## config.mk

```make
export PLATFORM = sky130hd
export DESIGN_NAME = nrp_queue
export DESIGN_NICKNAME = d
export VERILOG_FILES = /design/src/hdl/nrp_pkg.sv /design/src/hdl/nrp_queue.sv
export SDC_FILE = /design/constraint.sdc
export NUM_CORES = 1
export LEC_CHECK = 0
export BUFFER_PORTS_ARGS = -buffer_cell sky130_fd_sc_hd__buf_2
export CORE_MARGIN = 2
export CORE_UTILIZATION = 55
export CTS_BUF_LIST = sky130_fd_sc_hd__clkbuf_8 sky130_fd_sc_hd__clkbuf_16
export CTS_CLUSTER_DIAMETER = 40
export DETAILED_ROUTE_END_ITERATION = 10
export PLACE_DENSITY = 0.88
export SETUP_SLACK_MARGIN = 0.2
export SLEW_MARGIN = 20
export SYNTH_ARGS = -nofsm -noshare
export SYNTH_HDL_FRONTEND = slang
export SYNTH_SLANG_ARGS = --single-unit
```

## constraint.sdc

```tcl
create_clock -name clk -period 6.2 [get_ports clk]
set_clock_uncertainty 0.2 [all_clocks]
set_input_delay 1.24 -clock clk [delete_from_list [all_inputs] [get_ports clk]]
set_output_delay 1.24 -clock clk [all_outputs]
set_load 0.03 [all_outputs]
```

## src/hdl/nrp_pkg.sv

```systemverilog
package nrp_pkg;

    // Line and number limits
    localparam int LINE_LIMIT             = 127;
    localparam int MINUTE_FRACTION_DIGITS = 5;

    localparam int LEN_W     = $clog2(LINE_LIMIT + 1);
    localparam int WHOLE_W   = 17;
    localparam int WHOLE_MAX = 131071;
    localparam int FRAC_W    = $clog2(10 ** MINUTE_FRACTION_DIGITS);
    localparam int DIG_W     = 3;
    localparam int FIELD_W   = 3;
    localparam int FIELD_MAX = 7;

    // Field positions within an RMC sentence
    localparam logic [FIELD_W-1:0] FLD_STATUS = 3'd2;
    localparam logic [FIELD_W-1:0] FLD_LAT    = 3'd3;
    localparam logic [FIELD_W-1:0] FLD_NS     = 3'd4;
    localparam logic [FIELD_W-1:0] FLD_LON    = 3'd5;
    localparam logic [FIELD_W-1:0] FLD_EW     = 3'd6;

    // Conversion datapath widths
    localparam int MIN_W   = $clog2(100 * (10 ** MINUTE_FRACTION_DIGITS));
    localparam int SC_W    = 30;
    localparam int Y_W     = SC_W - 2;
    localparam int Q_W     = 25;
    localparam int DEG_W   = 31;
    localparam int COORD_W = 32;
    localparam int W15_W   = 15;

    localparam logic [23:0]        E7          = 24'd10000000;
    localparam logic [COORD_W-1:0] COORD_MAX   = 32'd1800000000;
    localparam logic [WHOLE_W-1:0] SAT_WHOLE   = 17'd18000;
    localparam logic [12:0]        DIV100_MUL  = 13'd5243;
    localparam int                 DIV100_SHR  = 19;
    localparam logic [28:0]        RECIP15     = 29'd286331153;

    // Request queue between scanner and converter
    localparam int QUEUE_DEPTH = 4;
    localparam int QPTR_W      = $clog2(QUEUE_DEPTH);
    localparam int QCNT_W      = $clog2(QUEUE_DEPTH + 1);

    // Converter pipeline depth (register stages inside one lane)
    localparam int CONV_STAGES = 6;

    // Characters
    localparam logic [7:0] CH_NL     = 8'h0A;
    localparam logic [7:0] CH_CR     = 8'h0D;
    localparam logic [7:0] CH_DOLLAR = 8'h24;
    localparam logic [7:0] CH_COMMA  = 8'h2C;
    localparam logic [7:0] CH_POINT  = 8'h2E;
    localparam logic [7:0] CH_ZERO   = 8'h30;
    localparam logic [7:0] CH_NINE   = 8'h39;
    localparam logic [7:0] CH_A      = 8'h41;
    localparam logic [7:0] CH_B      = 8'h42;
    localparam logic [7:0] CH_C      = 8'h43;
    localparam logic [7:0] CH_E      = 8'h45;
    localparam logic [7:0] CH_G      = 8'h47;
    localparam logic [7:0] CH_M      = 8'h4D;
    localparam logic [7:0] CH_N      = 8'h4E;
    localparam logic [7:0] CH_R      = 8'h52;
    localparam logic [7:0] CH_S      = 8'h53;
    localparam logic [7:0] CH_V      = 8'h56;
    localparam logic [7:0] CH_W      = 8'h57;

    typedef enum logic [1:0] {
        PFX_EMPTY,
        PFX_DOLLAR,
        PFX_GOOD,
        PFX_BAD
    } nrp_prefix_t;

    typedef struct packed {
        logic [WHOLE_W-1:0] whole;
        logic [FRAC_W-1:0]  frac;
        logic [DIG_W-1:0]   digits;
        logic               point;
        logic               stop;
    } nrp_num_t;

    typedef struct packed {
        logic [WHOLE_W-1:0] whole;
        logic [FRAC_W-1:0]  frac;
        logic [DIG_W-1:0]   digits;
        logic               neg;
    } nrp_coord_t;

    typedef struct packed {
        logic       fix;
        nrp_coord_t lat;
        nrp_coord_t lon;
    } nrp_rec_t;

    function automatic logic [23:0] pow10(input logic [DIG_W-1:0] k);
        logic [23:0] p;
        case (k)
            3'd0:    p = 24'd1;
            3'd1:    p = 24'd10;
            3'd2:    p = 24'd100;
            3'd3:    p = 24'd1000;
            3'd4:    p = 24'd10000;
            3'd5:    p = 24'd100000;
            3'd6:    p = 24'd1000000;
            3'd7:    p = 24'd10000000;
            default: p = 24'd1;
        endcase
        return p;
    endfunction

endpackage

```

## src/hdl/nrp_queue.sv

```systemverilog
module nrp_queue (
    input  logic              clk,
    input  logic              rst_n,
    input  logic              push,
    input  nrp_pkg::nrp_rec_t wdata,
    input  logic              pop,
    output nrp_pkg::nrp_rec_t rdata,
    output logic              empty,
    output logic              full
);

    nrp_pkg::nrp_rec_t                mem_reg [nrp_pkg::QUEUE_DEPTH];
    logic [nrp_pkg::QPTR_W-1:0]       wr_reg, wr_next;
    logic [nrp_pkg::QPTR_W-1:0]       rd_reg, rd_next;
    logic [nrp_pkg::QCNT_W-1:0]       cnt_reg, cnt_next;

    assign empty = (cnt_reg == '0);
    assign full  = (cnt_reg == nrp_pkg::QCNT_W'(nrp_pkg::QUEUE_DEPTH));
    assign rdata = mem_reg[rd_reg];

    always_comb begin
        wr_next  = push ? wr_reg + 1'b1 : wr_reg;
        rd_next  = pop ? rd_reg + 1'b1 : rd_reg;
        cnt_next = cnt_reg + nrp_pkg::QCNT_W'(push) - nrp_pkg::QCNT_W'(pop);
    end

    always_ff @(posedge clk) begin
        if (push)
            mem_reg[wr_reg] <= wdata;
    end

    always_ff @(posedge clk or negedge rst_n) begin
        if (!rst_n) begin
            wr_reg  <= '0;
            rd_reg  <= '0;
            cnt_reg <= '0;
        end
        else begin
            wr_reg  <= wr_next;
            rd_reg  <= rd_next;
            cnt_reg <= cnt_next;
        end
    end

endmodule

```

* Word level (Yosys, flattened, before mapping)
Memories as Yosys holds them, arrays and structs flattened.
Cells that the tools add are included.
** Storage, ports and cells
- Register bits after elaboration :: 7
- Bits in writable memories :: 308
- Output and inout bits :: 79
- Memories :: 1
** Operators by class
- Add/subtract/negate cells :: 4
- Equal/unequal tests :: 1
- Mux-type cells :: 2
- Reductions and logical operators :: 1
** Memory list
- mem_reg :: depth 4, width 77, read ports 1, clocked after Yosys merged registers in 0, write ports 1, RTL line nrp_queue.sv:12 : nrp_pkg::nrp_rec_t mem_reg [nrp_pkg::QUEUE_DEPTH];
** Operator list (number)
- $add A2 B1 Y2 const B :: 2
- $add A3 B1 Y3 :: 1
- $eq A3 B3 Y1 const B :: 1
- $logic_not A3 Y1 :: 1
- $sub A3 B1 Y3 :: 1
- $mux W1 :: 2

* Logic depth before layout (Yosys ltp)
- Depth after elaboration :: 2
- Mapped depth :: 6
- Gate-level depth less buffers :: 6

* Least setup slack after synthesis
No wires, ideal clock.
- Kind :: input port to flip-flop
- Start point :: in push
- End point :: mem mem_reg[0][0] (netlist name), enable pin
- Arrival time :: 3.036 ns
- Data required time :: 5.557 ns
- Path slack :: 2.520 ns
- Stages on the path :: 1
- Path buffers :: 0
- Cell sequence :: and2_1
** On the way
- Longest elaborated chain between the ends :: 2
** RTL lines
- start, declared :: RTL line nrp_queue.sv:4 : input logic push,
- $mux W1 :: RTL line nrp_queue.sv:28 : if (push)
- $mux W1 (implied by the code) :: RTL line nrp_queue.sv:29 : mem_reg[wr_reg] <= wdata;
- end, declared :: RTL line nrp_queue.sv:12
Every way passes these cells.

==> out/results.ini <==
[worst_setup_path]
cp-start-kind=flip-flop
cp_max_fo=53
required_ns=4.76
cp-end-kind=output pin
arrival_ns=2.57
path_class=reg2out

[sta]
fin_tns_setup_ns=0
setup_viol=0
maxSlewHeadroom_pct=52.48
fmax_ghz=0.2494
period_minus_slack_ns=4.010
rsz0062_at_grt=no
post-route-period-util_pct=64.67
tightestPinTransition_ns=0.7129
finalHoldViolations=0
whs_ns=0.3564
maxSlewViolCount=0

[logic_synthesis]
netlist_top_cells_count=308 x edfxtp_1, 77 x mux4_2, 7 x buf_2, 7 x dfrtp_1
synthArstFlopShare_pct=2.222
syn_area_sq_mm=0.01150
yosysWarnings=0
yosysTopAreaCellShare_pct=80.43
avgSynthCellArea_sq_um=26.32
synth_area_leader_cell=edfxtp_1
yosys-top-cells-area=edfxtp_1 80%, mux4_2 15%, dfrtp_1 1.5%
synth_edf_count=308
synth.distinct_cells=18
syn-num-nets=525
ys_seq_area_share_pct=81.95
yosysMostFrequentCell=edfxtp_1
ys_seq_elements=315
synth_cells=437
synthFlopType=edfxtp_1

[detailed_routing]
drt_iter0_markers=373
postRouteWirelength_um=20650
vias_per_cell=5.664
wl_per_cell_um=22.33
firstDrtPassIters=4
vias=5239
drc=0
final_antenna_net_count=0

[placement]
dp.cells=853
gp_congestion=0.6824
io_buffers=159
dp_hpwl_um=12440
dpl_cell_area_sq_mm=0.01262

[cts]
cts_tree=done
cts_buffer_depth=3
cts-buffers-inserted=37
cts-root-buf=clkbuf_16
ctsHoldBuffers=0
clkTransAtPathRegs_ns=0.06
clkLatencyLatePin_ns=0.49
cts_htree_levels=2
postCtsSetupBuffers=0
clkSinkCount=315
ctsResizeCount=0

[run_status]
run_status=complete, no violations

[pwr]
peakVddDrop_uv=377.2
p_leak_nw=4.832
p_switching_mw=2.411
p_clk_share_pct=28.8
p_per_area_mw_per_mm2=530.6
p_seq_share_pct=40.6
switching_share_pct=32.72
intPower_mw=4.958
comb_power_share_pct=30.6

[global_route]
antenna_found_initial=5
grt_remaining_overflow=0
grt_pass1_vias=5741
grt_max_degree=79
grt_pass1_wl_um=31950
grt_usage_pct=19.23

[run]
maxCapViolCount=0

[floorplan]
dieHeight_um=148.6
fp.dieW_um=148.6
die_area_sq_mm=0.02208
start_util_pct=56.47
fp-row-count=52
coreArea_sq_mm=0.02036
num_io_pins=160

[finish]
nNetsFinal=711
largest_reg_flops=308
final_cell_area_sq_mm=0.01389
syn_to_final_growth_pct=20.77
finalNonFillerCells=925
fin_util_pct=68.20
drive_above_1_share_pct=46.93

[hold_path]
hold_path.class=reg2reg

-- cells in the final DEF, fill, tap and decap left out, drive strengths merged --
master / Yosys / final
bufinv: 0 / 4
edfxtp: 308 / 308
clkinvlp: 0 / 1
fa: 1 / 1
o21ai: 1 / 1
xnor2: 2 / 2
inv: 6 / 13
nand2: 2 / 2
dfrtp: 7 / 7
nor3: 1 / 1
buf: 14 / 165
and2: 4 / 4
xor2: 3 / 3
mux4: 77 / 77
and3: 1 / 1
clkbuf: 4 / 39
ha: 6 / 6
diode: 0 / 3
clkinv: 0 / 17
-- per-stage QoR --
stage / total power, mW / worst slack (ns)
2_1_floorplan: 4.698 / 2.520
3_3_place_gp: 5.222 / 2.652
3_5_place_dp: 5.325 / 2.634
4_1_cts: 7.462 / 2.093
5_1_grt: 7.677 / 2.010
6_report: 7.369 / 2.190
-- worst max-delay path, cell delays in order, from the launching register on --
cell	delay, ns
dfrtp_4	0.77
buf_12	0.39
mux4_2	0.60
buf_2	0.20
-- cell type report --
class	instances	area, sq um
Clock inverter	29	265.3
Fill cell	1229	6476
Timing Repair Buffer	165	915.9
Multi-Input combinational cell	98	1932
Clock buffer	39	975.9
Inverter	6	22.52
Antenna cell	3	7.507
Tap cell	270	337.8
Sequential cell	315	9432
-- per-layer routing --
metal / up-vias / GRT usage, % / wire length (um)
li1: 2258 / - / -
met1: 2726 / 24.84 / 7792
met2: 209 / 32.36 / 10900
met3: 44 / 4.571 / 1493
met4: 2 / 7.143 / 459
met5: - / 0 / 10
-- worst paths after layout --
kind / startpoint / endpoint / slack, ns / cells after the start
min in group asynchronous: rst_n / rd_reg[0]$_DFFE_PN0P_ / 0.38 / 1
hold / removal: wr_reg[0]$_DFFE_PN0P_ / wr_reg[0]$_DFFE_PN0P_ / 0.36 / 1
setup reg to reg: wr_reg[1]$_DFFE_PN0P_ / mem_reg[1][9]$_DFFE_PP_ / 4.06 / 4
max in group asynchronous: rst_n / rd_reg[1]$_DFFE_PN0P_ / 5.24 / 1
setup / recovery: rd_reg[0]$_DFFE_PN0P_ / rdata[38] / 2.19 / 3
hold reg to reg: wr_reg[0]$_DFFE_PN0P_ / wr_reg[0]$_DFFE_PN0P_ / 0.36 / 1
-- power by group through the flow --
stage / Combinational, mW / Clock [mW] / Sequential [mW]
after global routing: 2.39 / 2.25 / 3.04
after floorplan: 1.79 / 0 / 2.91
after detailed placement: 2.23 / 0 / 3.10
final: 2.25 / 2.13 / 2.99
after global placement: 2.15 / 0 / 3.07
after CTS: 2.24 / 2.16 / 3.06
-- logic make-up (layout without fill, tap and decap cells) --
group	Yosys count	in the layout	synth area share [%]
AOI/OAI and AO/OA	1	1	0.04348
buffers and inverters	24	239	1.338
DFF	315	315	81.95
xor gates and xnor gates	5	5	0.3809
other	0	3	0
and+or+nand+nor	8	8	0.3808
muxes	77	77	15.08
adders and majority gates	7	7	0.8269
Note: power is estimated with default switching activity, not from simulation.
