### src/hdl/nrp_pkg.sv
package nrp_pkg;

    // Line and number limits
    localparam int LINE_LIMIT             = 127;
    localparam int MINUTE_FRACTION_DIGITS = 5;

    localparam int LEN_W     = $clog2(LINE_LIMIT + 1);
    localparam int WHOLE_W   = 17;
    localparam int WHOLE_MAX = 131071;
    localparam int FRAC_W    = $clog2(10 ** MINUTE_FRACTION_DIGITS);
    localparam int DIG_W     = 3;
    localparam int FIELD_W   = 3;
    localparam int FIELD_MAX = 7;

    // Field positions within an RMC sentence
    localparam logic [FIELD_W-1:0] FLD_STATUS = 3'd2;
    localparam logic [FIELD_W-1:0] FLD_LAT    = 3'd3;
    localparam logic [FIELD_W-1:0] FLD_NS     = 3'd4;
    localparam logic [FIELD_W-1:0] FLD_LON    = 3'd5;
    localparam logic [FIELD_W-1:0] FLD_EW     = 3'd6;

    // Conversion datapath widths
    localparam int MIN_W   = $clog2(100 * (10 ** MINUTE_FRACTION_DIGITS));
    localparam int SC_W    = 30;
    localparam int Y_W     = SC_W - 2;
    localparam int Q_W     = 25;
    localparam int DEG_W   = 31;
    localparam int COORD_W = 32;
    localparam int W15_W   = 15;

    localparam logic [23:0]        E7          = 24'd10000000;
    localparam logic [COORD_W-1:0] COORD_MAX   = 32'd1800000000;
    localparam logic [WHOLE_W-1:0] SAT_WHOLE   = 17'd18000;
    localparam logic [12:0]        DIV100_MUL  = 13'd5243;
    localparam int                 DIV100_SHR  = 19;
    localparam logic [28:0]        RECIP15     = 29'd286331153;

    // Request queue between scanner and converter
    localparam int QUEUE_DEPTH = 4;
    localparam int QPTR_W      = $clog2(QUEUE_DEPTH);
    localparam int QCNT_W      = $clog2(QUEUE_DEPTH + 1);

    // Converter pipeline depth (register stages inside one lane)
    localparam int CONV_STAGES = 6;

    // Characters
    localparam logic [7:0] CH_NL     = 8'h0A;
    localparam logic [7:0] CH_CR     = 8'h0D;
    localparam logic [7:0] CH_DOLLAR = 8'h24;
    localparam logic [7:0] CH_COMMA  = 8'h2C;
    localparam logic [7:0] CH_POINT  = 8'h2E;
    localparam logic [7:0] CH_ZERO   = 8'h30;
    localparam logic [7:0] CH_NINE   = 8'h39;
    localparam logic [7:0] CH_A      = 8'h41;
    localparam logic [7:0] CH_B      = 8'h42;
    localparam logic [7:0] CH_C      = 8'h43;
    localparam logic [7:0] CH_E      = 8'h45;
    localparam logic [7:0] CH_G      = 8'h47;
    localparam logic [7:0] CH_M      = 8'h4D;
    localparam logic [7:0] CH_N      = 8'h4E;
    localparam logic [7:0] CH_R      = 8'h52;
    localparam logic [7:0] CH_S      = 8'h53;
    localparam logic [7:0] CH_V      = 8'h56;
    localparam logic [7:0] CH_W      = 8'h57;

    typedef enum logic [1:0] {
        PFX_EMPTY,
        PFX_DOLLAR,
        PFX_GOOD,
        PFX_BAD
    } nrp_prefix_t;

    typedef struct packed {
        logic [WHOLE_W-1:0] whole;
        logic [FRAC_W-1:0]  frac;
        logic [DIG_W-1:0]   digits;
        logic               point;
        logic               stop;
    } nrp_num_t;

    typedef struct packed {
        logic [WHOLE_W-1:0] whole;
        logic [FRAC_W-1:0]  frac;
        logic [DIG_W-1:0]   digits;
        logic               neg;
    } nrp_coord_t;

    typedef struct packed {
        logic       fix;
        nrp_coord_t lat;
        nrp_coord_t lon;
    } nrp_rec_t;

    function automatic logic [23:0] pow10(input logic [DIG_W-1:0] k);
        logic [23:0] p;
        case (k)
            3'd0:    p = 24'd1;
            3'd1:    p = 24'd10;
            3'd2:    p = 24'd100;
            3'd3:    p = 24'd1000;
            3'd4:    p = 24'd10000;
            3'd5:    p = 24'd100000;
            3'd6:    p = 24'd1000000;
            3'd7:    p = 24'd10000000;
            default: p = 24'd1;
        endcase
        return p;
    endfunction

endpackage

### src/hdl/nrp_conv.sv
module nrp_conv (
    input  logic                                clk,
    input  logic                                adv,
    input  nrp_pkg::nrp_coord_t                 coord,
    output logic signed [nrp_pkg::COORD_W-1:0]  result
);

    // Stage 1: integer degrees by reciprocal multiply
    logic                          s1_sat_reg, s1_neg_reg;
    logic [nrp_pkg::W15_W-1:0]     s1_w_reg;
    logic [7:0]                    s1_q_reg;
    logic [nrp_pkg::FRAC_W-1:0]    s1_frac_reg;
    logic [nrp_pkg::DIG_W-1:0]     s1_k_reg;
    // Stage 2: whole minutes and degrees scaled by 1e7
    logic                          s2_sat_reg, s2_neg_reg;
    logic [nrp_pkg::DEG_W-1:0]     s2_deg_reg;
    logic [6:0]                    s2_rem_reg;
    logic [nrp_pkg::FRAC_W-1:0]    s2_frac_reg;
    logic [nrp_pkg::DIG_W-1:0]     s2_k_reg;
    // Stage 3: minutes with kept fraction digits
    logic                          s3_sat_reg, s3_neg_reg;
    logic [nrp_pkg::DEG_W-1:0]     s3_deg_reg;
    logic [nrp_pkg::MIN_W-1:0]     s3_min_reg;
    logic [nrp_pkg::DIG_W-1:0]     s3_k_reg;
    // Stage 4: minutes scaled up to 1e7 units
    logic                          s4_sat_reg, s4_neg_reg;
    logic [nrp_pkg::DEG_W-1:0]     s4_deg_reg;
    logic [nrp_pkg::SC_W-1:0]      s4_sc_reg;
    // Stage 5: divide by 60 estimate
    logic                          s5_sat_reg, s5_neg_reg;
    logic [nrp_pkg::DEG_W-1:0]     s5_deg_reg;
    logic [nrp_pkg::Y_W-1:0]       s5_y_reg;
    logic [nrp_pkg::Q_W-1:0]       s5_q_reg;
    // Stage 6: corrected, saturated, signed
    logic signed [nrp_pkg::COORD_W-1:0] s6_res_reg;

    logic [27:0]                   q_prod;
    logic [nrp_pkg::W15_W-1:0]     rem_wide;
    logic [56:0]                   div_prod;
    logic [nrp_pkg::Y_W-1:0]       div_rem;
    logic [nrp_pkg::Q_W-1:0]       min_part;
    logic [nrp_pkg::COORD_W-1:0]   total;
    logic [nrp_pkg::COORD_W-1:0]   mag;

    always_comb begin
        q_prod   = 28'(coord.whole[nrp_pkg::W15_W-1:0]) * 28'(nrp_pkg::DIV100_MUL);
        rem_wide = s1_w_reg - nrp_pkg::W15_W'(nrp_pkg::W15_W'(s1_q_reg)
                                               * nrp_pkg::W15_W'(100));
        div_prod = 57'(s4_sc_reg[nrp_pkg::SC_W-1:2]) * 57'(nrp_pkg::RECIP15);
        div_rem  = s5_y_reg - nrp_pkg::Y_W'(32'(s5_q_reg) * 32'd15);
        // estimate is at most one short of the true quotient
        min_part = (div_rem >= nrp_pkg::Y_W'(15)) ? s5_q_reg + 1'b1 : s5_q_reg;
        total    = nrp_pkg::COORD_W'(s5_deg_reg) + nrp_pkg::COORD_W'(min_part);
        mag      = (s5_sat_reg || total > nrp_pkg::COORD_MAX) ? nrp_pkg::COORD_MAX : total;
    end

    always_ff @(posedge clk) begin
        if (adv) begin
            s1_sat_reg  <= (coord.whole >= nrp_pkg::SAT_WHOLE);
            s1_neg_reg  <= coord.neg;
            s1_w_reg    <= coord.whole[nrp_pkg::W15_W-1:0];
            s1_q_reg    <= q_prod[nrp_pkg::DIV100_SHR+7:nrp_pkg::DIV100_SHR];
            s1_frac_reg <= coord.frac;
            s1_k_reg    <= coord.digits;

            s2_sat_reg  <= s1_sat_reg;
            s2_neg_reg  <= s1_neg_reg;
            s2_deg_reg  <= nrp_pkg::DEG_W'(nrp_pkg::DEG_W'(s1_q_reg)
                                           * nrp_pkg::DEG_W'(nrp_pkg::E7));
            s2_rem_reg  <= rem_wide[6:0];
            s2_frac_reg <= s1_frac_reg;
            s2_k_reg    <= s1_k_reg;

            s3_sat_reg  <= s2_sat_reg;
            s3_neg_reg  <= s2_neg_reg;
            s3_deg_reg  <= s2_deg_reg;
            s3_min_reg  <= nrp_pkg::MIN_W'(32'(s2_rem_reg) * 32'(nrp_pkg::pow10(s2_k_reg))
                                           + 32'(s2_frac_reg));
            s3_k_reg    <= s2_k_reg;

            s4_sat_reg  <= s3_sat_reg;
            s4_neg_reg  <= s3_neg_reg;
            s4_deg_reg  <= s3_deg_reg;
            s4_sc_reg   <= nrp_pkg::SC_W'(48'(s3_min_reg)
                                          * 48'(nrp_pkg::pow10(3'd7 - s3_k_reg)));

            s5_sat_reg  <= s4_sat_reg;
            s5_neg_reg  <= s4_neg_reg;
            s5_deg_reg  <= s4_deg_reg;
            s5_y_reg    <= s4_sc_reg[nrp_pkg::SC_W-1:2];
            s5_q_reg    <= div_prod[32+nrp_pkg::Q_W-1:32];

            s6_res_reg  <= s5_neg_reg ? -$signed(mag) : $signed(mag);
        end
    end

    assign result = s6_res_reg;

endmodule

### src/hdl/nrp_back.sv
module nrp_back (
    input  logic                                clk,
    input  logic                                rst_n,
    input  nrp_pkg::nrp_rec_t                   head,
    input  logic                                empty,
    output logic                                pop,
    output logic                                res_valid,
    input  logic                                res_stall,
    output logic                                fix_valid,
    output logic signed [nrp_pkg::COORD_W-1:0]  latitude_e7,
    output logic signed [nrp_pkg::COORD_W-1:0]  longitude_e7
);

    logic                                 adv;
    logic [nrp_pkg::CONV_STAGES-1:0]      vld_reg, vld_next;
    logic [nrp_pkg::CONV_STAGES-1:0]      fix_reg, fix_next;
    logic signed [nrp_pkg::COORD_W-1:0]   lat_conv, lon_conv;
    logic signed [nrp_pkg::COORD_W-1:0]   held_lat_reg, held_lat_next;
    logic signed [nrp_pkg::COORD_W-1:0]   held_lon_reg, held_lon_next;
    logic                                 out_vld_reg, out_vld_next;
    logic                                 out_fix_reg;
    logic signed [nrp_pkg::COORD_W-1:0]   out_lat_reg, out_lon_reg;
    logic                                 last;

    // Advance the whole pipeline while the output register can take a result
    assign adv  = !out_vld_reg || !res_stall;
    assign pop  = adv && !empty;
    assign last = vld_reg[nrp_pkg::CONV_STAGES-1];

    nrp_conv u_lat (
        .clk    (clk),
        .adv    (adv),
        .coord  (head.lat),
        .result (lat_conv)
    );

    nrp_conv u_lon (
        .clk    (clk),
        .adv    (adv),
        .coord  (head.lon),
        .result (lon_conv)
    );

    always_comb begin
        vld_next      = vld_reg;
        fix_next      = fix_reg;
        held_lat_next = held_lat_reg;
        held_lon_next = held_lon_reg;
        out_vld_next  = out_vld_reg;
        if (adv) begin
            vld_next     = {vld_reg[nrp_pkg::CONV_STAGES-2:0], !empty};
            fix_next     = {fix_reg[nrp_pkg::CONV_STAGES-2:0], head.fix};
            out_vld_next = last;
            if (last && fix_reg[nrp_pkg::CONV_STAGES-1]) begin
                held_lat_next = lat_conv;
                held_lon_next = lon_conv;
            end
        end
    end

    always_ff @(posedge clk or negedge rst_n) begin
        if (!rst_n) begin
            vld_reg      <= '0;
            held_lat_reg <= '0;
            held_lon_reg <= '0;
            out_vld_reg  <= 1'b0;
        end
        else begin
            vld_reg      <= vld_next;
            held_lat_reg <= held_lat_next;
            held_lon_reg <= held_lon_next;
            out_vld_reg  <= out_vld_next;
        end
    end

    always_ff @(posedge clk) begin
        fix_reg <= fix_next;
        if (adv && last) begin
            out_fix_reg <= fix_reg[nrp_pkg::CONV_STAGES-1];
            out_lat_reg <= held_lat_next;
            out_lon_reg <= held_lon_next;
        end
    end

    assign res_valid    = out_vld_reg;
    assign fix_valid    = out_fix_reg;
    assign latitude_e7  = out_lat_reg;
    assign longitude_e7 = out_lon_reg;

endmodule

### config.mk
export PLATFORM = sky130hd
export DESIGN_NAME = nrp_back
export DESIGN_NICKNAME = d
export VERILOG_FILES = /design/src/hdl/nrp_pkg.sv /design/src/hdl/nrp_conv.sv /design/src/hdl/nrp_back.sv
export SDC_FILE = /design/constraint.sdc
export NUM_CORES = 2
export LEC_CHECK = 0
export BUFFER_PORTS_ARGS = -buffer_cell sky130_fd_sc_hd__buf_2
export CAP_MARGIN = 10
export CORE_UTILIZATION = 60
export DETAILED_ROUTE_END_ITERATION = 12
export PLACE_DENSITY_LB_ADDON = 0.2
export RECOVER_POWER = 50
export SLEW_MARGIN = 10
export SYNTH_ARGS = -nofsm -noshare
export SYNTH_HDL_FRONTEND = slang
export SYNTH_SLANG_ARGS = --single-unit
### constraint.sdc
create_clock -name clk -period 23.9 [get_ports clk]
set_clock_uncertainty 0.15 [all_clocks]
set_input_delay 3.585 -clock clk [delete_from_list [all_inputs] [get_ports clk]]
set_output_delay 3.585 -clock clk [all_outputs]
set_load 0.02 [all_outputs]
# --- Yosys cells after proc, flatten, opt, wreduce, memory -nomap -nowiden ---
# Memories as Yosys holds them, arrays and structs flattened. A register that Yosys moved wholly into a read port is not among the register bits.
# Cells that the tools add are included.
totals:
  out_inout_bits: 67
  reg_bits: 762
  in_bits: 81
  word_cells: 125
  memories: 4
  romBits: 672
classes:
  add_sub_neg: 14
  n_reduce_logical: 9
  mux: 16
  magnitude_cmp: 6
  multipliers: 14
mem_list:
  columns: ["name", "words", "word_bits", "rd", "rd_ports_with_merged_regs", "write_ports", "line", "text"]
  rows:
  - ["(name not given)", 8, 21, 1, 1, 0, "nrp_pkg.sv:96", "case (k)"]
  - ["(name not given)", 8, 21, 1, 0, 0, "nrp_pkg.sv:96", null]
  - ["(name not given)", 8, 21, 1, 1, 0, "nrp_pkg.sv:96", null]
  - ["(name not given)", 8, 21, 1, 0, 0, "nrp_pkg.sv:96", null]
op_table:
  columns: ["operator", "count"]
  rows:
  - ["$mux 32", 8]
  - ["$mul 28x29->57 const B", 2]
  - ["$mux 24", 4]
  - ["$add 31x25->32", 2]
  - ["$gt 32x31->1 const B", 2]
  - ["$neg 32->32", 2]
  - ["$mul 24x24->30", 2]
  - ["$ge 28x4->1 const B", 2]
  - ["$mul 25x4->28 const B", 2]
  - ["$sub 28x28->28", 2]
  - ["$mul 15x13->27 const B", 2]
  - ["$add 25x1->25 const B", 2]
  - ["$mux 25", 2]
  - ["$add 24x17->24", 2]
  - ["$mul 7x24->24", 2]
  - ["$mul 8x17->24 const B", 2]
  - ["$ge 17x15->1 const B", 2]
  - ["$mul 8x5->5 const B", 2]
  - ["$sub 7x7->7", 2]
  - ["$mux 3", 2]
  - ["$sub 3x3->3 const A", 2]
  - ["$logic_and 1x1->1", 3]
  - ["$logic_not 1->1", 3]
  - ["$logic_or 1x1->1", 3]

# --- Longest topological paths before layout ---
depth:
  ltp_word: 10
  depth_mapped: 47
  mapped_depth_nobuf: 40

# --- Hierarchy ---
# A second synthesis with hierarchy kept.
hier_totals:
  hier_cells: 8668
  hier_area_um2: 92683.9
modules_own_cells:
  columns: ["module", "seq_area_each_um2", "cells_per_inst", "n_inst", "area_per_inst_um2"]
  rows:
  - ["nrp_conv at u_lon", 9569.2, 4249, 1, 43979.7]
  - ["nrp_conv at u_lat", 9569.2, 4196, 1, 43895.8]
  - ["nrp_back", 3908.7, 223, 1, 4808.4]

# --- Worst setup path before layout ---
# Ideal clock, no wire load.
synth_timing:
  path_type: "input to register"
  startpoint: "in res_stall"
  endpoint: "reg (tool-made name)"
  n_path_buf: 1
  path_slack_ns: -1.885
  path_stages: 5
  required_ns: 23.619
  setup_time_ns: 0.131
  t_arrival_ns: 25.505
  cell_sequence: "nand2_1 buf_1 mux2i_1 ha_1 nor2b_1"
synth_lines:
  columns: ["element", "line", "text"]
  rows:
  - ["start: declaration", "nrp_back.sv:8", "input logic res_stall,"]

# --- Worst setup path in the final report ---
layout_timing:
  startpoint: "reg u_lon.s5_q_reg[14] (netlist name)"
  endpoint: "reg u_lon.s6_res_reg (netlist bit u_lon.result[28]) (data pin)"
layout_via:
  elab_chain_len: 10
  elab_cells_between_ends: 11
  classes_between: "add/sub: 4; mul: 1; order compare: 2; mux: 3; reduce/logical: 1"
layout_rtl:
  columns: ["element", "line", "text"]
  rows:
  - ["start: declaration", "nrp_conv.sv:33", "logic [nrp_pkg::Q_W-1:0] s5_q_reg;"]
  - ["start signal: assignment", "nrp_conv.sv:91", "s5_q_reg <= div_prod[32+nrp_pkg::Q_W-1:32];"]
  - ["$mul 25x4->28", "nrp_conv.sv:50", "div_rem = s5_y_reg - nrp_pkg::Y_W'(32'(s5_q_reg) * 32'd15);"]
  - ["$sub 28x28->28", "nrp_conv.sv:50", null]
  - ["$ge 28x4->1", "nrp_conv.sv:52", "min_part = (div_rem >= nrp_pkg::Y_W'(15)) ? s5_q_reg + 1'b1 : s5_q_reg;"]
  - ["$mux 25 *", "nrp_conv.sv:52", null]
  - ["$add 31x25->32 *", "nrp_conv.sv:53", "total = nrp_pkg::COORD_W'(s5_deg_reg) + nrp_pkg::COORD_W'(min_part);"]
  - ["$gt 32x31->1", "nrp_conv.sv:54", "mag = (s5_sat_reg || total > nrp_pkg::COORD_MAX) ? nrp_pkg::COORD_MAX : total;"]
  - ["$logic_or 1x1->1", "nrp_conv.sv:54", null]
  - ["$mux 32 *", "nrp_conv.sv:54", null]
  - ["$neg 32->32", "nrp_conv.sv:93", "s6_res_reg <= s5_neg_reg ? -$signed(mag) : $signed(mag);"]
  - ["$mux 32 *", "nrp_conv.sv:93", null]
  - ["end signal: assignment", "nrp_conv.sv:93", null]
  - ["end: declaration", "nrp_conv.sv:35", "logic signed [nrp_pkg::COORD_W-1:0] s6_res_reg;"]
# Mark *: on every way between the ends. The rest lies on a longest branch, timed or not.
# A chain may end at the register's enable or synchronous reset.

==> impl_metrics.ini <==
[status]
run_status = finished with violations
violations = max-capacitance violations, max-slew violations

[drt]
detailroute.via_count = 60208
postRouteAntennaNets = 0
met1Wirelength_um = 86500
detailedRoute.firstIterationViolations = 3421
dr.max_layer_used = met4
post_dr_wirelength_cell_um = 19.5
wl_met3_um = 9740
drcViolationCount = 0
met2RoutedLength_um = 104000
drt-pass1-iter-count = 6
finalWirelength_um = 210000
routed_via_density = 5.59

[timing]
max_slew_margin = -2.29
min_period_ns = 12.92
worst-slew-pin-transition_ns = 4.93
setup_tns_ns = 0
final.period_utilization = 0.541
maxClockFrequency_ghz = 0.0774
holdWs_ns = 0.231
grt_setup_unrepaired = false
timing_max_transition_violations_final = 379
count_of_endpoints_failing_setup_in_the_final_report = 0
timing.final.hold_violations = 0

[worst_setup_path]
crit_path_max_incr_delay_ns = 0.71
critical_path_class = reg -> reg
cp-start-kind = flop
worst_r2r_startpoint = u_lon.s5_q_reg[14]
timing.critical_path.slowest_stage_cell = sky130_fd_sc_hd__o21a_1
cp_data_required_time_ns = 24.18
reg2regPathDepth = 38
critical_path_peak_fanout = 22
cp-end-kind = flop
crit_reg_reg_endpoint = u_lon.result[28]
arrival_ns = 13.20
rrSetupSlack_ns = 10.98

[global_route]
grt.overflow.total = 0
vias_in_the_first_global_route = 63633
antenna_found_initial = 3
grt_first_pass_wirelength_um = 338000
pin_count_of_the_biggest_net_entering_global_routing = 165
grt_util_all_layers = 0.281

[cts]
cts_root_buffer = sky130_fd_sc_hd__clkbuf_16
cts.path.max_buffers = 3
cts_made_buffers = 89
post_cts_resize_count = 0
cts_tree = yes
cts.clk_slew.worst_paths_ns = 0.07
postCtsHoldBufs = 0
cts_max_level = 3
clkSinkCount = 790
cts_setup_buffers = 0
clkLatencyLatePin_ns = 0.71

[yosys]
syn-instance-count = 8578
yosysWarnings = 0
synth_flop_cell = sky130_fd_sc_hd__edfxtp_1
number_of_enable_type_register_cells_in_the_synthesized_netlist = 687
yosysSeqAreaShare = 0.251
synth.lib_cells_used.distinct = 98
async_sr_flop_fraction = 0.0899
synth_area_per_cell_um2 = 10.7
postSynthNetCount = 11131
syn-cell-area_um2 = 91700
flip_flop_and_latch_count_after_synthesis = 790

[floorplan]
initial_cell_density_of_the_core = 0.604
fp.coreArea_um2 = 152000
die-height_um = 393
die-width_um = 393
floorplan.rows = 143
floorplan.io_pins = 148
floorplan.die_area_um2 = 154000

[finish]
design.final.nets = 11215
layout_cells_sized_above_1 = 0.0438
layout-area-overhead-vs-synth_pct = 6.36

[min_path]
worstHoldPathType = reg -> reg
whs_path_depth = 0
worstHoldStart = u_lat.s4_deg_reg[17]
destination_of_the_worst_hold_path = u_lat.s5_deg_reg[17]

[placed_design]
final_replace_weighted_congestion = 0.921
dp.final_hpwl_um = 172000
numPortBuffers = 147

[flow_run]
cap_viol_max_count = 8
-- worst max-delay path by stage --
stage	start	to	slack (ns)	cells after the start
after global placement	u_lon.s5_q_reg[22]	u_lon.result[28]	11.33	35
after detailed placement	u_lon.s5_q_reg[14]	u_lon.result[28]	11.12	38
after CTS	u_lon.s5_q_reg[22]	u_lon.result[28]	11.06	36
final	u_lon.s5_q_reg[14]	u_lon.result[28]	10.98	38
after floorplan	res_stall	flop	0.58	5
after global routing	u_lon.s5_q_reg[14]	u_lon.result[28]	10.29	38
-- layout make-up --
class                      instances  area, um^2
sequential                       790       23000
timing repair buffer             186         903
multi-input combinational       5744       61000
inverter                        1851        6950
fill                           12001       54300
clock buffer                     108        2440
tap                             2030        2540
clock inverter                    59         647
antenna                            2        5.00
-- cell usage after synthesis, drive strengths merged (15+ instances only) --
cell type	number	area (um^2)
a211oi	29	223
a21boi	28	210
a21o	99	743
a21oi	227	1140
a31o	15	131
a31oi	29	181
and2	458	2870
and3	180	1130
clkbuf	181	679
dfrtp	71	1780
dfxtp	32	641
edfxtp	687	20600
fa	1288	25800
ha	1184	14800
inv	1850	6940
mux2	77	867
mux2i	38	380
nand2	515	1930
nand2b	30	188
nand3	104	521
nand4	46	288
nor2	262	991
nor2b	52	325
nor3	111	556
nor4	31	221
o211ai	32	240
o21a	51	383
o21ai	142	722
o21bai	22	165
or2	26	163
or3	32	200
xnor2	300	2630
xor2	88	771
-- routing by layer --
layer / track usage / vias up
met5: 0 / -
li1: - / 27940
met2: 0.485 / 1507
met1: 0.359 / 30355
met4: 0.111 / 0
met3: 0.0334 / 406
-- worst max-delay path: cells and delay by family, from the launching register on --
family	cells	cell delay (ns)
DFF	1	0.50
adders and majority gates	6	2.49
and+or+nand+nor	14	4.81
muxes	1	0.35
AOI/OAI and AO/OA	13	4.00
buffers and inverters	3	0.24
xor gates and xnor gates	1	0.07
-- cell families after synthesis --
| group | Yosys count | share of synthesized area |
|---|---|---|
| flip-flops | 790 | 0.251 |
| multiplexers | 115 | 0.0136 |
| AO/OA/AOI/OAI | 848 | 0.0628 |
| adder cells (fa/ha/maj) | 2472 | 0.443 |
| AND/OR/NAND/NOR | 1921 | 0.109 |
| buffers and inverters | 2044 | 0.0838 |
| XOR/XNOR | 388 | 0.0370 |
-- cell usage in the layout, fill, tap and decap left out, types with 29 or more instances in the layout --
cell type and instances:
sky130_fd_sc_hd__or3_1 32, sky130_fd_sc_hd__a31oi_1 29, sky130_fd_sc_hd__clkbuf_1 103, sky130_fd_sc_hd__mux2_2 77, sky130_fd_sc_hd__buf_2 61, sky130_fd_sc_hd__o21a_1 51, sky130_fd_sc_hd__xnor2_1 300, sky130_fd_sc_hd__clkbuf_16 93
sky130_fd_sc_hd__a21oi_1 227, sky130_fd_sc_hd__a21o_1 99, sky130_fd_sc_hd__nor3_1 111, sky130_fd_sc_hd__dfxtp_1 32, sky130_fd_sc_hd__inv_1 1850, sky130_fd_sc_hd__fa_1 1288, sky130_fd_sc_hd__and2_1 446, sky130_fd_sc_hd__dfrtp_1 71
sky130_fd_sc_hd__nand3_1 104, sky130_fd_sc_hd__buf_4 30, sky130_fd_sc_hd__o21ai_0 135, sky130_fd_sc_hd__o211ai_1 32, sky130_fd_sc_hd__ha_1 1184, sky130_fd_sc_hd__and3_1 180, sky130_fd_sc_hd__edfxtp_1 687, sky130_fd_sc_hd__nand4_1 46
sky130_fd_sc_hd__nand2b_1 30, sky130_fd_sc_hd__nor2b_1 52, sky130_fd_sc_hd__nand2_1 514, sky130_fd_sc_hd__mux2i_1 38, sky130_fd_sc_hd__nor2_1 261, sky130_fd_sc_hd__xor2_1 88
-- per-stage QoR --
step,cell area [um^2],setup WS (ns),util,cells
final,97600,10.98,0.642,10770
after detailed placement,94600,11.12,0.623,10601
after global placement,94600,11.33,0.623,10601
after CTS,97700,11.06,0.643,10768
after floorplan,91700,0.582,-,8578
after global routing,97600,10.29,0.642,10768
Power is left out: the tool's default activity adds up to more than one toggle a clock period on the data nets, which glitch-free logic cannot reach.
