## src/hdl/nrp_pkg.sv

```systemverilog
package nrp_pkg;

    // Line and number limits
    localparam int LINE_LIMIT             = 127;
    localparam int MINUTE_FRACTION_DIGITS = 5;

    localparam int LEN_W     = $clog2(LINE_LIMIT + 1);
    localparam int WHOLE_W   = 17;
    localparam int WHOLE_MAX = 131071;
    localparam int FRAC_W    = $clog2(10 ** MINUTE_FRACTION_DIGITS);
    localparam int DIG_W     = 3;
    localparam int FIELD_W   = 3;
    localparam int FIELD_MAX = 7;

    // Field positions within an RMC sentence
    localparam logic [FIELD_W-1:0] FLD_STATUS = 3'd2;
    localparam logic [FIELD_W-1:0] FLD_LAT    = 3'd3;
    localparam logic [FIELD_W-1:0] FLD_NS     = 3'd4;
    localparam logic [FIELD_W-1:0] FLD_LON    = 3'd5;
    localparam logic [FIELD_W-1:0] FLD_EW     = 3'd6;

    // Conversion datapath widths
    localparam int MIN_W   = $clog2(100 * (10 ** MINUTE_FRACTION_DIGITS));
    localparam int SC_W    = 30;
    localparam int Y_W     = SC_W - 2;
    localparam int Q_W     = 25;
    localparam int DEG_W   = 31;
    localparam int COORD_W = 32;
    localparam int W15_W   = 15;

    localparam logic [23:0]        E7          = 24'd10000000;
    localparam logic [COORD_W-1:0] COORD_MAX   = 32'd1800000000;
    localparam logic [WHOLE_W-1:0] SAT_WHOLE   = 17'd18000;
    localparam logic [12:0]        DIV100_MUL  = 13'd5243;
    localparam int                 DIV100_SHR  = 19;
    localparam logic [28:0]        RECIP15     = 29'd286331153;

    // Request queue between scanner and converter
    localparam int QUEUE_DEPTH = 4;
    localparam int QPTR_W      = $clog2(QUEUE_DEPTH);
    localparam int QCNT_W      = $clog2(QUEUE_DEPTH + 1);

    // Converter pipeline depth (register stages inside one lane)
    localparam int CONV_STAGES = 6;

    // Characters
    localparam logic [7:0] CH_NL     = 8'h0A;
    localparam logic [7:0] CH_CR     = 8'h0D;
    localparam logic [7:0] CH_DOLLAR = 8'h24;
    localparam logic [7:0] CH_COMMA  = 8'h2C;
    localparam logic [7:0] CH_POINT  = 8'h2E;
    localparam logic [7:0] CH_ZERO   = 8'h30;
    localparam logic [7:0] CH_NINE   = 8'h39;
    localparam logic [7:0] CH_A      = 8'h41;
    localparam logic [7:0] CH_B      = 8'h42;
    localparam logic [7:0] CH_C      = 8'h43;
    localparam logic [7:0] CH_E      = 8'h45;
    localparam logic [7:0] CH_G      = 8'h47;
    localparam logic [7:0] CH_M      = 8'h4D;
    localparam logic [7:0] CH_N      = 8'h4E;
    localparam logic [7:0] CH_R      = 8'h52;
    localparam logic [7:0] CH_S      = 8'h53;
    localparam logic [7:0] CH_V      = 8'h56;
    localparam logic [7:0] CH_W      = 8'h57;

    typedef enum logic [1:0] {
        PFX_EMPTY,
        PFX_DOLLAR,
        PFX_GOOD,
        PFX_BAD
    } nrp_prefix_t;

    typedef struct packed {
        logic [WHOLE_W-1:0] whole;
        logic [FRAC_W-1:0]  frac;
        logic [DIG_W-1:0]   digits;
        logic               point;
        logic               stop;
    } nrp_num_t;

    typedef struct packed {
        logic [WHOLE_W-1:0] whole;
        logic [FRAC_W-1:0]  frac;
        logic [DIG_W-1:0]   digits;
        logic               neg;
    } nrp_coord_t;

    typedef struct packed {
        logic       fix;
        nrp_coord_t lat;
        nrp_coord_t lon;
    } nrp_rec_t;

    function automatic logic [23:0] pow10(input logic [DIG_W-1:0] k);
        logic [23:0] p;
        case (k)
            3'd0:    p = 24'd1;
            3'd1:    p = 24'd10;
            3'd2:    p = 24'd100;
            3'd3:    p = 24'd1000;
            3'd4:    p = 24'd10000;
            3'd5:    p = 24'd100000;
            3'd6:    p = 24'd1000000;
            3'd7:    p = 24'd10000000;
            default: p = 24'd1;
        endcase
        return p;
    endfunction

endpackage

```

## src/hdl/nrp_front.sv

```systemverilog
module nrp_front (
    input  logic            clk,
    input  logic            rst_n,
    input  logic            accept,
    input  logic [7:0]      rx_byte,
    output logic            push,
    output nrp_pkg::nrp_rec_t rec
);

    logic [nrp_pkg::LEN_W-1:0]   len_reg, len_next;
    nrp_pkg::nrp_prefix_t        prefix_reg, prefix_next;
    logic [1:0]                  rmc_prog_reg, rmc_prog_next;
    logic                        rmc_seen_reg, rmc_seen_next;
    logic [nrp_pkg::FIELD_W-1:0] field_reg, field_next;
    logic                        first_reg, first_next;
    logic [7:0]                  status_reg, status_next;
    logic [7:0]                  ns_reg, ns_next;
    logic [7:0]                  ew_reg, ew_next;
    nrp_pkg::nrp_num_t           lat_reg, lat_next;
    nrp_pkg::nrp_num_t           lon_reg, lon_next;

    // One character into a number field: digits, one point, anything else stops it
    function automatic nrp_pkg::nrp_num_t num_step(input nrp_pkg::nrp_num_t n,
                                                   input logic [7:0] c);
        nrp_pkg::nrp_num_t                r;
        logic [3:0]                       d;
        logic [nrp_pkg::WHOLE_W+3:0]      w;
        logic [nrp_pkg::FRAC_W+3:0]       f;
        r = n;
        d = c[3:0];
        w = (nrp_pkg::WHOLE_W+4)'(n.whole) * (nrp_pkg::WHOLE_W+4)'(10)
            + (nrp_pkg::WHOLE_W+4)'(d);
        f = (nrp_pkg::FRAC_W+4)'(n.frac) * (nrp_pkg::FRAC_W+4)'(10)
            + (nrp_pkg::FRAC_W+4)'(d);
        if (!n.stop) begin
            if (c >= nrp_pkg::CH_ZERO && c <= nrp_pkg::CH_NINE) begin
                if (!n.point) begin
                    if (w > (nrp_pkg::WHOLE_W+4)'(nrp_pkg::WHOLE_MAX))
                        r.whole = nrp_pkg::WHOLE_W'(nrp_pkg::WHOLE_MAX);
                    else
                        r.whole = w[nrp_pkg::WHOLE_W-1:0];
                end
                else if (n.digits < nrp_pkg::DIG_W'(nrp_pkg::MINUTE_FRACTION_DIGITS)) begin
                    r.frac   = f[nrp_pkg::FRAC_W-1:0];
                    r.digits = n.digits + 1'b1;
                end
            end
            else if (c == nrp_pkg::CH_POINT && !n.point) begin
                r.point = 1'b1;
            end
            else begin
                r.stop = 1'b1;
            end
        end
        return r;
    endfunction

    always_comb begin
        len_next      = len_reg;
        prefix_next   = prefix_reg;
        rmc_prog_next = rmc_prog_reg;
        rmc_seen_next = rmc_seen_reg;
        field_next    = field_reg;
        first_next    = first_reg;
        status_next   = status_reg;
        ns_next       = ns_reg;
        ew_next       = ew_reg;
        lat_next      = lat_reg;
        lon_next      = lon_reg;
        push          = 1'b0;

        if (accept) begin
            if (rx_byte == nrp_pkg::CH_NL) begin
                push          = (prefix_reg == nrp_pkg::PFX_GOOD) && rmc_seen_reg;
                len_next      = '0;
                prefix_next   = nrp_pkg::PFX_EMPTY;
                rmc_prog_next = 2'd0;
                rmc_seen_next = 1'b0;
                field_next    = '0;
                first_next    = 1'b1;
                status_next   = nrp_pkg::CH_V;
                ns_next       = nrp_pkg::CH_N;
                ew_next       = nrp_pkg::CH_E;
                lat_next      = '0;
                lon_next      = '0;
            end
            else if (rx_byte != nrp_pkg::CH_CR
                     && len_reg < nrp_pkg::LEN_W'(nrp_pkg::LINE_LIMIT)) begin
                if (len_reg == '0)
                    prefix_next = (rx_byte == nrp_pkg::CH_DOLLAR) ? nrp_pkg::PFX_DOLLAR
                                                                 : nrp_pkg::PFX_BAD;
                else if (len_reg == nrp_pkg::LEN_W'(1))
                    prefix_next = (prefix_reg == nrp_pkg::PFX_DOLLAR
                                   && (rx_byte == nrp_pkg::CH_G || rx_byte == nrp_pkg::CH_B))
                                  ? nrp_pkg::PFX_GOOD : nrp_pkg::PFX_BAD;
                len_next = len_reg + 1'b1;

                if (rmc_prog_reg == 2'd2 && rx_byte == nrp_pkg::CH_C) begin
                    rmc_seen_next = 1'b1;
                    rmc_prog_next = 2'd0;
                end
                else if (rmc_prog_reg == 2'd1 && rx_byte == nrp_pkg::CH_M) begin
                    rmc_prog_next = 2'd2;
                end
                else begin
                    rmc_prog_next = (rx_byte == nrp_pkg::CH_R) ? 2'd1 : 2'd0;
                end

                if (rx_byte == nrp_pkg::CH_COMMA) begin
                    if (field_reg != nrp_pkg::FIELD_W'(nrp_pkg::FIELD_MAX))
                        field_next = field_reg + 1'b1;
                    first_next = 1'b1;
                end
                else begin
                    if (first_reg) begin
                        if (field_reg == nrp_pkg::FLD_STATUS)
                            status_next = rx_byte;
                        else if (field_reg == nrp_pkg::FLD_NS)
                            ns_next = rx_byte;
                        else if (field_reg == nrp_pkg::FLD_EW)
                            ew_next = rx_byte;
                    end
                    first_next = 1'b0;
                    if (field_reg == nrp_pkg::FLD_LAT)
                        lat_next = num_step(lat_reg, rx_byte);
                    else if (field_reg == nrp_pkg::FLD_LON)
                        lon_next = num_step(lon_reg, rx_byte);
                end
            end
        end
    end

    always_comb begin
        rec.fix        = (status_reg == nrp_pkg::CH_A);
        rec.lat.whole  = lat_reg.whole;
        rec.lat.frac   = lat_reg.frac;
        rec.lat.digits = lat_reg.digits;
        rec.lat.neg    = (ns_reg == nrp_pkg::CH_S);
        rec.lon.whole  = lon_reg.whole;
        rec.lon.frac   = lon_reg.frac;
        rec.lon.digits = lon_reg.digits;
        rec.lon.neg    = (ew_reg == nrp_pkg::CH_W);
    end

    always_ff @(posedge clk or negedge rst_n) begin
        if (!rst_n) begin
            len_reg      <= '0;
            prefix_reg   <= nrp_pkg::PFX_EMPTY;
            rmc_prog_reg <= 2'd0;
            rmc_seen_reg <= 1'b0;
            field_reg    <= '0;
            first_reg    <= 1'b1;
            status_reg   <= nrp_pkg::CH_V;
            ns_reg       <= nrp_pkg::CH_N;
            ew_reg       <= nrp_pkg::CH_E;
            lat_reg      <= '0;
            lon_reg      <= '0;
        end
        else begin
            len_reg      <= len_next;
            prefix_reg   <= prefix_next;
            rmc_prog_reg <= rmc_prog_next;
            rmc_seen_reg <= rmc_seen_next;
            field_reg    <= field_next;
            first_reg    <= first_next;
            status_reg   <= status_next;
            ns_reg       <= ns_next;
            ew_reg       <= ew_next;
            lat_reg      <= lat_next;
            lon_reg      <= lon_next;
        end
    end

endmodule

```

## config.mk

```make
export PLATFORM = sky130hd
export DESIGN_NAME = nrp_front
export DESIGN_NICKNAME = d
export VERILOG_FILES = /design/src/hdl/nrp_pkg.sv /design/src/hdl/nrp_front.sv
export SDC_FILE = /design/constraint.sdc
export NUM_CORES = 1
export LEC_CHECK = 0
export BUFFER_PORTS_ARGS = -buffer_cell sky130_fd_sc_hd__buf_2
export CAP_MARGIN = 0
export CORE_MARGIN = 3
export CORE_UTILIZATION = 62
export DETAILED_ROUTE_END_ITERATION = 8
export GPL_TIMING_DRIVEN = 1
export PLACE_DENSITY_LB_ADDON = 0.15
export SYNTH_ARGS = -nofsm -noshare
export SYNTH_HDL_FRONTEND = slang
export SYNTH_SLANG_ARGS = --single-unit
```

## constraint.sdc

```tcl
create_clock -name clk -period 4.29 [get_ports clk]
set_input_delay 1.0725 -clock clk [delete_from_list [all_inputs] [get_ports clk]]
set_output_delay 1.0725 -clock clk [all_outputs]
set_load 0.01 [all_outputs]
```

Word level (Yosys, flattened, before mapping)
Index checks and enable logic that the tools add are counted.

Reductions and logical operators: 45. $lt $le $gt $ge: 7. Multipliers: 4. $add $sub $neg: 8. Eq/ne operators: 33. Mux-type cells: 70.

Operator list (number): 2-to-1 mux 39 bit (11); 2-to-1 mux 8 bit (18); 2-to-1 mux 20 bit (4); 2-to-1 mux 37 bit (2); 2-to-1 mux 17 bit (4); equality test 8 x 7 -> 1 bit, second input constant (8); adder 21 x 4 -> 21 bit (2); > comparator 21 x 17 -> 1 bit, second input constant (2); multiplier 17 x 3 -> 20 bit, second input constant (2); adder 17 x 4 -> 17 bit (2); multiplier 17 x 3 -> 16 bit, second input constant (2); nonzero test 2 bit (17); equality test 8 x 6 -> 1 bit, second input constant (3); AND reduction 8 bit (3); 2-to-1 mux 2 bit (11); AND reduction 7 bit (3); 2-to-1 mux 1 bit (14); 2-to-1 mux 7 bit (2); 2-to-1 mux 3 bit (4); inequality test 2 bit, second input constant (5); AND reduction 5 bit (2); adder 3 x 1 -> 3 bit, second input constant (3); equality test 3 bit, second input constant (3); AND reduction 9 bit (1); other kinds (22) (39).

Register bits: 118. Output and inout port bits: 78. Logic and storage cells: 186.

Depth between registers and ports, before layout
Gate-level depths: netlist of the first run.

Depth in word-level cells: 12. Mapped depth: 14. Gate-level depth less buffers: 13.

Worst setup path after synthesis of the first run
Ideal clock, no wire load.

Kind: input to output. Start point: input rx_byte[4]. End point: output push. Data arrival time: 2.720 ns. Setup slack: 0.498 ns. Cell stages on the path: 7. Buffers on the path: 3. Required time: 3.218 ns. Cell sequence: nor4_1 -> and4_1 -> clkbuf_1 -> clkbuf_1 -> and2_1 -> clkbuf_1 -> and4b_1.

Word-level cells in the longest chain between the ends: 3.

Ends and longest elaborated chain: start, declared (RTL line nrp_front.sv:5) `input logic [7:0] rx_byte,`; equality test 8 x 4 -> 1 bit (RTL line nrp_front.sv:73) `if (rx_byte == nrp_pkg::CH_NL) begin`; 2-to-1 mux 1 bit (RTL line nrp_front.sv:73); 2-to-1 mux 1 bit (RTL line nrp_front.sv:72) `if (accept) begin`; end, declared (RTL line nrp_front.sv:6) `output logic push,`.

Every way passes these cells.

Worst setup path in the final report of the first run
Start point: register lon_reg (netlist bit rec[24]). End point: register lon_reg (netlist bit rec[25]).

Word-level cells in the longest chain between the ends: 12.

Ends and longest elaborated chain: start, declared (RTL line nrp_front.sv:20) `nrp_pkg::nrp_num_t lon_reg, lon_next;`; start signal, assigned (RTL line nrp_front.sv:170) `lon_reg <= lon_next;`; multiplier 17 x 3 -> 20 bit * (RTL line nrp_front.sv:31) `w = (nrp_pkg::WHOLE_W+4)'(n.whole) * (nrp_pkg::WHOLE_W+4)'(10)`; adder 21 x 4 -> 21 bit * (RTL line nrp_front.sv:32) `+ (nrp_pkg::WHOLE_W+4)'(d);`; > comparator 21 x 17 -> 1 bit (RTL line nrp_front.sv:38) `if (w > (nrp_pkg::WHOLE_W+4)'(nrp_pkg::WHOLE_MAX))`; 2-to-1 mux 17 bit * (RTL line nrp_front.sv:38); 2-to-1 mux 17 bit * (RTL line nrp_front.sv:37) `if (!n.point) begin`; 2-to-1 mux 37 bit * (RTL line nrp_front.sv:36) `if (c >= nrp_pkg::CH_ZERO && c <= nrp_pkg::CH_NINE) begin`; 2-to-1 mux 39 bit * (RTL line nrp_front.sv:35) `if (!n.stop) begin`; 2-to-1 mux 39 bit * (RTL line nrp_front.sv:126) `else if (field_reg == nrp_pkg::FLD_LON)`; 2-to-1 mux 39 bit * (RTL line nrp_front.sv:124) `if (field_reg == nrp_pkg::FLD_LAT)`; 2-to-1 mux 39 bit * (RTL line nrp_front.sv:109) `if (rx_byte == nrp_pkg::CH_COMMA) begin`; 2-to-1 mux 39 bit * (RTL line nrp_front.sv:87) `else if (rx_byte != nrp_pkg::CH_CR`; 2-to-1 mux 39 bit * (RTL line nrp_front.sv:73).

Every way passes the cells marked *; elsewhere a longest branch is shown, timed or not. The select of a mux whose other input is x is not followed. A chain may end at the register's enable or synchronous reset.

==> results of run 1 <==
## power by group
part | total [mW] | switching (mW) | leakage, nW | internal [mW]
Clock | 1.56 | 0.482 | 0.317 | 1.07
Sequential | 1.24 | 0.0628 | 1.57 | 1.18
Combinational | 0.322 | 0.182 | 3.76 | 0.140
Total | 3.12 | 0.726 | 5.65 | 2.39
## per-stage QoR
stage               setup slack, ns  hold WS (ns)
finish                       0.4056        0.4789
global placement             0.2508        0.4626
floorplan                    0.4979        0.4412
global route               0.001104        0.5035
detailed placement           0.1276        0.4728
CTS                          0.3188        0.4807
## cells in the final DEF, fill, tap and decap left out, types with 15 or more instances in the layout
master,instances
buf_2,87
dfrtp_1,106
inv_1,30
clkbuf_16,17
xnor2_1,57
nand3_1,17
a221o_1,34
a22o_1,23
xor2_1,41
a21oi_1,40
nor2_1,54
nand2_1,85
mux2_2,17
nor3_1,27
buf_4,15
ha_1,133
o21ai_0,61
## final cells by class
cell class              instances  share of cell area (%)
repair buffers                104                   5.306
multi-input cells             818                   58.59
clock buffers                  23                   4.312
clock inverters                 9                   1.558
flip-flops and latches        118                   26.78
well taps                     216                   2.438
inverters                      30                   1.016
## critical path, stage by stage, from the launching register on
cell and delay [ns]:
dfrtp_1 0.43, ha_1 0.31, ha_1 0.18, inv_1 0.06, fa_1 0.41, xnor2_1 0.27, nor3b_1 0.41, and4_1 0.28
nor4b_2 0.31, nand4_1 0.18, mux2i_1 0.17, a21boi_2 0.59, a221o_1 0.21
## path summary, 6_finish.rpt
| check | from | to | cells past startpoint |
|---|---|---|---|
| worst min-delay path | ns_reg[2] | ns_reg[2] | 2 |
| min in group asynchronous | rst_n | rec[69] | 1 |
| worst max register to register | rec[24] | rec[25] | 12 |
| worst max-delay path | rec[24] | rec[25] | 12 |
| worst min register to register | ns_reg[2] | ns_reg[2] | 2 |
| max in group asynchronous | rst_n | status_reg[1] | 2 |
## routing by layer
| metal | up-vias | share of wire (%) | global-route usage (%) |
|---|---|---|---|
| met2 | 194 | 47 | 39.66 |
| met5 | - | 0.11 | 0 |
| met1 | 3777 | 47 | 34.29 |
| met3 | 44 | 4.3 | 4.098 |
| li1 | 3912 | - | - |
| met4 | 4 | 1.8 | 7.353 |
## cells by family after synthesis
| group | count (synthesis) |
|---|---|
| AND/OR/NAND/NOR | 299 |
| buffers and inverters | 130 |
| flip-flops | 118 |
| AO/OA/AOI/OAI | 255 |
| XOR/XNOR | 100 |
| multiplexers | 23 |
| adder cells (fa/ha/maj) | 141 |
==> impl_metrics.csv, run 1 <==
group,metric,value,unit
die,io_pins,89,
die,core_area,16000,um2
critical_path,start_kind,"register",
logic_synthesis,synth_area,10240,um2
global_route,grt_pass1_wl,36800,um
clocking,numCtsBuffers,17,
layout,insertedDiodeCount,0,
logic_synthesis,synth.top_cell.area_share,25.91,%
die,start_util,63.99,%
placed_design,place_congestion,0.8528,
logic_synthesis,ys_ff_latch,118,
clocking,clkTransAtPathRegs,0.05,ns
pwr,p_per_area,281.5,nW/um2
layout,fin_nets,1241,
logic_synthesis,synth-compound-area-share,18.50,%
clocking,ctsResizeCount,0,
logic_synthesis,synth_flop_cell,"dfrtp_1",
clocking,holdBufCountCts,0,
logic_synthesis,synthSimpleGateAreaFrac,15.95,%
timing,final-hold-violation-count,0,
timing,setup_violations,0,
die,dieArea,18090,um2
die,num_rows,46,
logic_synthesis,synth.net_count,1218,
global_route,first_global_vias,7606,
pwr,power,3.120,mW
critical_path,reg2reg_slack,0.41,ns
detailed_routing,drc,0,
detailed_routing,num_vias,7931,
placed_design,dp.cells,1285,
critical_path,path_class,"register to register",
timing,worst_pin_slew,1.048,ns
die,die_height,134.5,um
timing,rsz0062_at_grt,"false",
logic_synthesis,synth_adder_area_share,17.82,%
timing,maxSlewHeadroom,29.43,%
placed_design,hpwl,16540,um
global_route,grt_max_degree,63,
layout,synthToLayoutAreaGrowth,8.249,%
hold_path,hold_class,"register to register",
critical_path,crit_arrival,4.22,ns
layout,multi_input_area,6494,um2
logic_synthesis,synth_warnings,0,
layout,fin_cells,1318,
critical_path,crit_fanout,17,
detailed_routing,wl,21970,um
logic_synthesis,syn_avg_cell_area,9.605,um2
placed_design,dpl_cell_area,10410,um2
clocking,root_buffer,"clkbuf_16",
logic_synthesis,synth_common_cells,"133 x ha_1, 106 x dfrtp_1, 85 x nand2_1",
layout,fillers,1297,
layout,register_area,2968,um2
detailed_routing,drtAntennaViolNets,0,
timing,skew,0.008138,ns
layout,fin_util,69.27,%
global_route,antenna_found_initial,2,
timing,fin_tns_setup,0,ns
logic_synthesis,synth_cell_types,91,
flow_run,maxCapViolations,0,
layout,largest_reg_flops,74,
logic_synthesis,synth.most_common_cell,"ha_1",
logic_synthesis,synth_top_family_by_area,"compound AO/OA/AOI/OAI gates",
clocking,clk_latency,0.41,ns
critical_path,critPathRequiredTime,4.63,ns
logic_synthesis,yosysTopAreaCell,"dfrtp_1",
placed_design,port_buffers,88,
clocking,post_cts_buffers,0,
logic_synthesis,synthCells,1066,
die,die_width,134.5,um
global_route,grt-ovfl-total,0,
logic_synthesis,synth_edf_count,0,
layout,design_area,11080,um2
pwr,leakagePower,5.653,nW
clocking,cts_buffer_depth,2,
logic_synthesis,synthXorXnorAreaFrac,8.701,%
clocking,ctsHtreeMaxLevel,4,
logic_synthesis,async_flop_share,100.0,%
pwr,ir_drop,0.0002667,V
detailed_routing,drt_first_pass_iters,7,
timing,finalCritPeriodShare,90.54,%
logic_synthesis,synthMuxAreaShare,2.456,%
detailed_routing,viasPerCell,6.017,
global_route,grt_usage,24.58,%
timing,post-route-min-period,3.884,ns
timing,maxSlewViolCount,0,
clocking,clock_sinks,118,
critical_path,endpoint_kind,"register",
timing,max_freq,0.2574,GHz
outcome,status,"finished clean",
logic_synthesis,seq_area_frac_synth,28.99,%
detailed_routing,drt_iter0_drc,534,
layout,layout-drive-gt1-share,17.42,%
detailed_routing,wl_per_cell,16.67,um
logic_synthesis,synth_area_leaders,"dfrtp_1 26%, ha_1 16%, buf_4 5.4%",
clocking,cts_tree,"done",
(Power assumes the default switching activity.)
==> run 2: changes to the inputs <==
--- a/config.mk
+++ b/config.mk
@@ -11,6 +11,7 @@
 export CORE_UTILIZATION = 62
 export DETAILED_ROUTE_END_ITERATION = 8
 export GPL_TIMING_DRIVEN = 1
+export MAX_ROUTING_LAYER = met4
 export PLACE_DENSITY_LB_ADDON = 0.15
 export SYNTH_ARGS = -nofsm -noshare
 export SYNTH_HDL_FRONTEND = slang
==> run 2 against run 1 <==
  * Clock power hardly changed
  * Utilization hardly changed
  * Non-clock buffer count stayed put
  * Hold slack hardly changed
  * Total power hardly changed
  * Cell area hardly changed
==> impl_metrics.csv, run 2 (synthesis gave the netlist of run 1 again) <==
group,metric,value,unit
outcome,status,"finished clean",
placed_design,place_congestion,0.8663,
die,die_height,134.5,um
global_route,grt_pass1_wl,36820,um
global_route,grt_max_degree,63,
timing,maxSlewHeadroom,28.12,%
clocking,clkTransAtPathRegs,0.05,ns
layout,layout_common_cells,"133 x ha_1, 106 x dfrtp_1, 87 x buf_2, 85 x nand2_1, 61 x o21ai_0",
timing,fin_tns_setup,0,ns
layout,multi_input_area,6494,um2
detailed_routing,drc,0,
placed_design,port_buffers,88,
layout,fillers,1295,
die,dieArea,18090,um2
critical_path,start_kind,"register",
die,core_area,16000,um2
timing,max_freq,0.2563,GHz
timing,rsz0062_at_grt,"false",
clocking,cts_tree,"done",
pwr,ir_drop,0.0002660,V
die,start_util,63.99,%
flow_run,maxCapViolations,0,
clocking,numCtsBuffers,17,
hold_path,hold_start,"ew_reg[0]",
clocking,root_buffer,"clkbuf_16",
detailed_routing,drtAntennaViolNets,0,
detailed_routing,drt_first_pass_iters,5,
critical_path,endpoint_kind,"register",
critical_path,crit_fanout,17,
critical_path,crit_arrival,4.24,ns
detailed_routing,wl,21940,um
hold_path,hold_class,"register to register",
pwr,leakagePower,5.653,nW
critical_path,path_class,"register to register",
layout,fin_nets,1241,
global_route,grt-ovfl-total,0,
layout,fin_util,69.30,%
pwr,p_per_area,281.1,nW/um2
critical_path,crit_start,"rec[24]",
timing,post-route-min-period,3.901,ns
global_route,grt_usage,25.32,%
timing,worst_pin_slew,1.067,ns
placed_design,hpwl,16540,um
timing,skew,0.009200,ns
critical_path,timing.rr.start,"rec[24]",
timing,setup_violations,0,
clocking,ctsHtreeMaxLevel,4,
clocking,cts_buffer_depth,2,
layout,synthToLayoutAreaGrowth,8.297,%
detailed_routing,drt_iter0_drc,477,
die,io_pins,89,
timing,final-hold-violation-count,0,
layout,layout-drive-gt1-share,17.42,%
global_route,first_global_vias,7596,
die,num_rows,46,
timing,finalCritPeriodShare,90.93,%
die,die_width,134.5,um
detailed_routing,viasPerCell,5.983,
global_route,antenna_found_initial,2,
critical_path,critPathRequiredTime,4.63,ns
detailed_routing,num_vias,7897,
layout,register_area,2968,um2
clocking,clk_latency,0.41,ns
layout,largest_reg_flops,74,
layout,final_common_cell,"ha_1",
detailed_routing,wl_per_cell,16.62,um
timing,maxSlewViolCount,0,
clocking,clock_sinks,118,
[run 2: cell types whose count changed in the layout (fill, tap and decap cells not counted)]
cell,before,now
diode_2,0,2
[run 2: layer usage]
metal	share of wire [%]	routed length, um	GRT usage [%]
met5	0	0	-
met4	1.9	416	7.353
met3	4.1	898	4.098
met2	47	10210	39.58
met1	47	10410	34.41
[run 2: timing repair]
action / in CTS / in global routing
endpoints found under the setup margin: 0 / 17
hold buffers: 0 / 0
buffers inserted: 0 / 1
gates resized for setup: 0 / 0
[run 2: cell type report]
type | count | area share (%)
well taps | 216 | 2.437
inverters | 30 | 1.016
repair buffers | 104 | 5.304
multi-input cells | 818 | 58.56
diodes | 2 | 0.04514
clock buffers | 23 | 4.311
flip-flops and latches | 118 | 26.77
clock inverters | 9 | 1.557
[run 2: power by group]
part           internal (mW)  switching, mW  total (mW)  leakage (nW)
combinational          0.140          0.180       0.321          3.76
clock                   1.07          0.480        1.55         0.317
sequential              1.18         0.0631        1.24          1.57
total                   2.39          0.724        3.12          5.65
[run 2: critical path: stages (launching register included)]
cell	delay [ns]
dfrtp_1	0.43
ha_1	0.30
ha_1	0.18
inv_1	0.06
fa_1	0.42
xnor2_1	0.27
nor3b_1	0.42
and4_1	0.28
nor4b_2	0.31
nand4_1	0.18
mux2i_1	0.17
a21boi_2	0.60
a221o_1	0.21
[run 2: metrics by stage]
| step | instances | hold WS [ns] | power, mW | cell area (um2) | setup slack, ns |
|---|---|---|---|---|---|
| finish | 1320 | 0.4786 | 3.117 | 11090 | 0.3890 |
| global route | 1320 | 0.5035 | 3.240 | 11090 | 0.001104 |
| CTS | 1317 | 0.4807 | 3.136 | 11060 | 0.3188 |
| detailed placement | 1285 | 0.4728 | 1.574 | 10410 | 0.1276 |
| global placement | 1285 | 0.4626 | 1.560 | 10410 | 0.2508 |
| floorplan | 1066 | 0.4412 | 1.476 | 10240 | 0.4979 |
[run 2: path summary, 6_finish.rpt]
path	end	slack, ns	depth (start not counted)
min in group asynchronous	rec[69]	0.73	1
max reg2reg	rec[25]	0.39	12
min reg2reg	ew_reg[0]	0.48	2
min	ew_reg[0]	0.48	2
max in group asynchronous	status_reg[2]	2.76	2
max	rec[25]	0.39	12
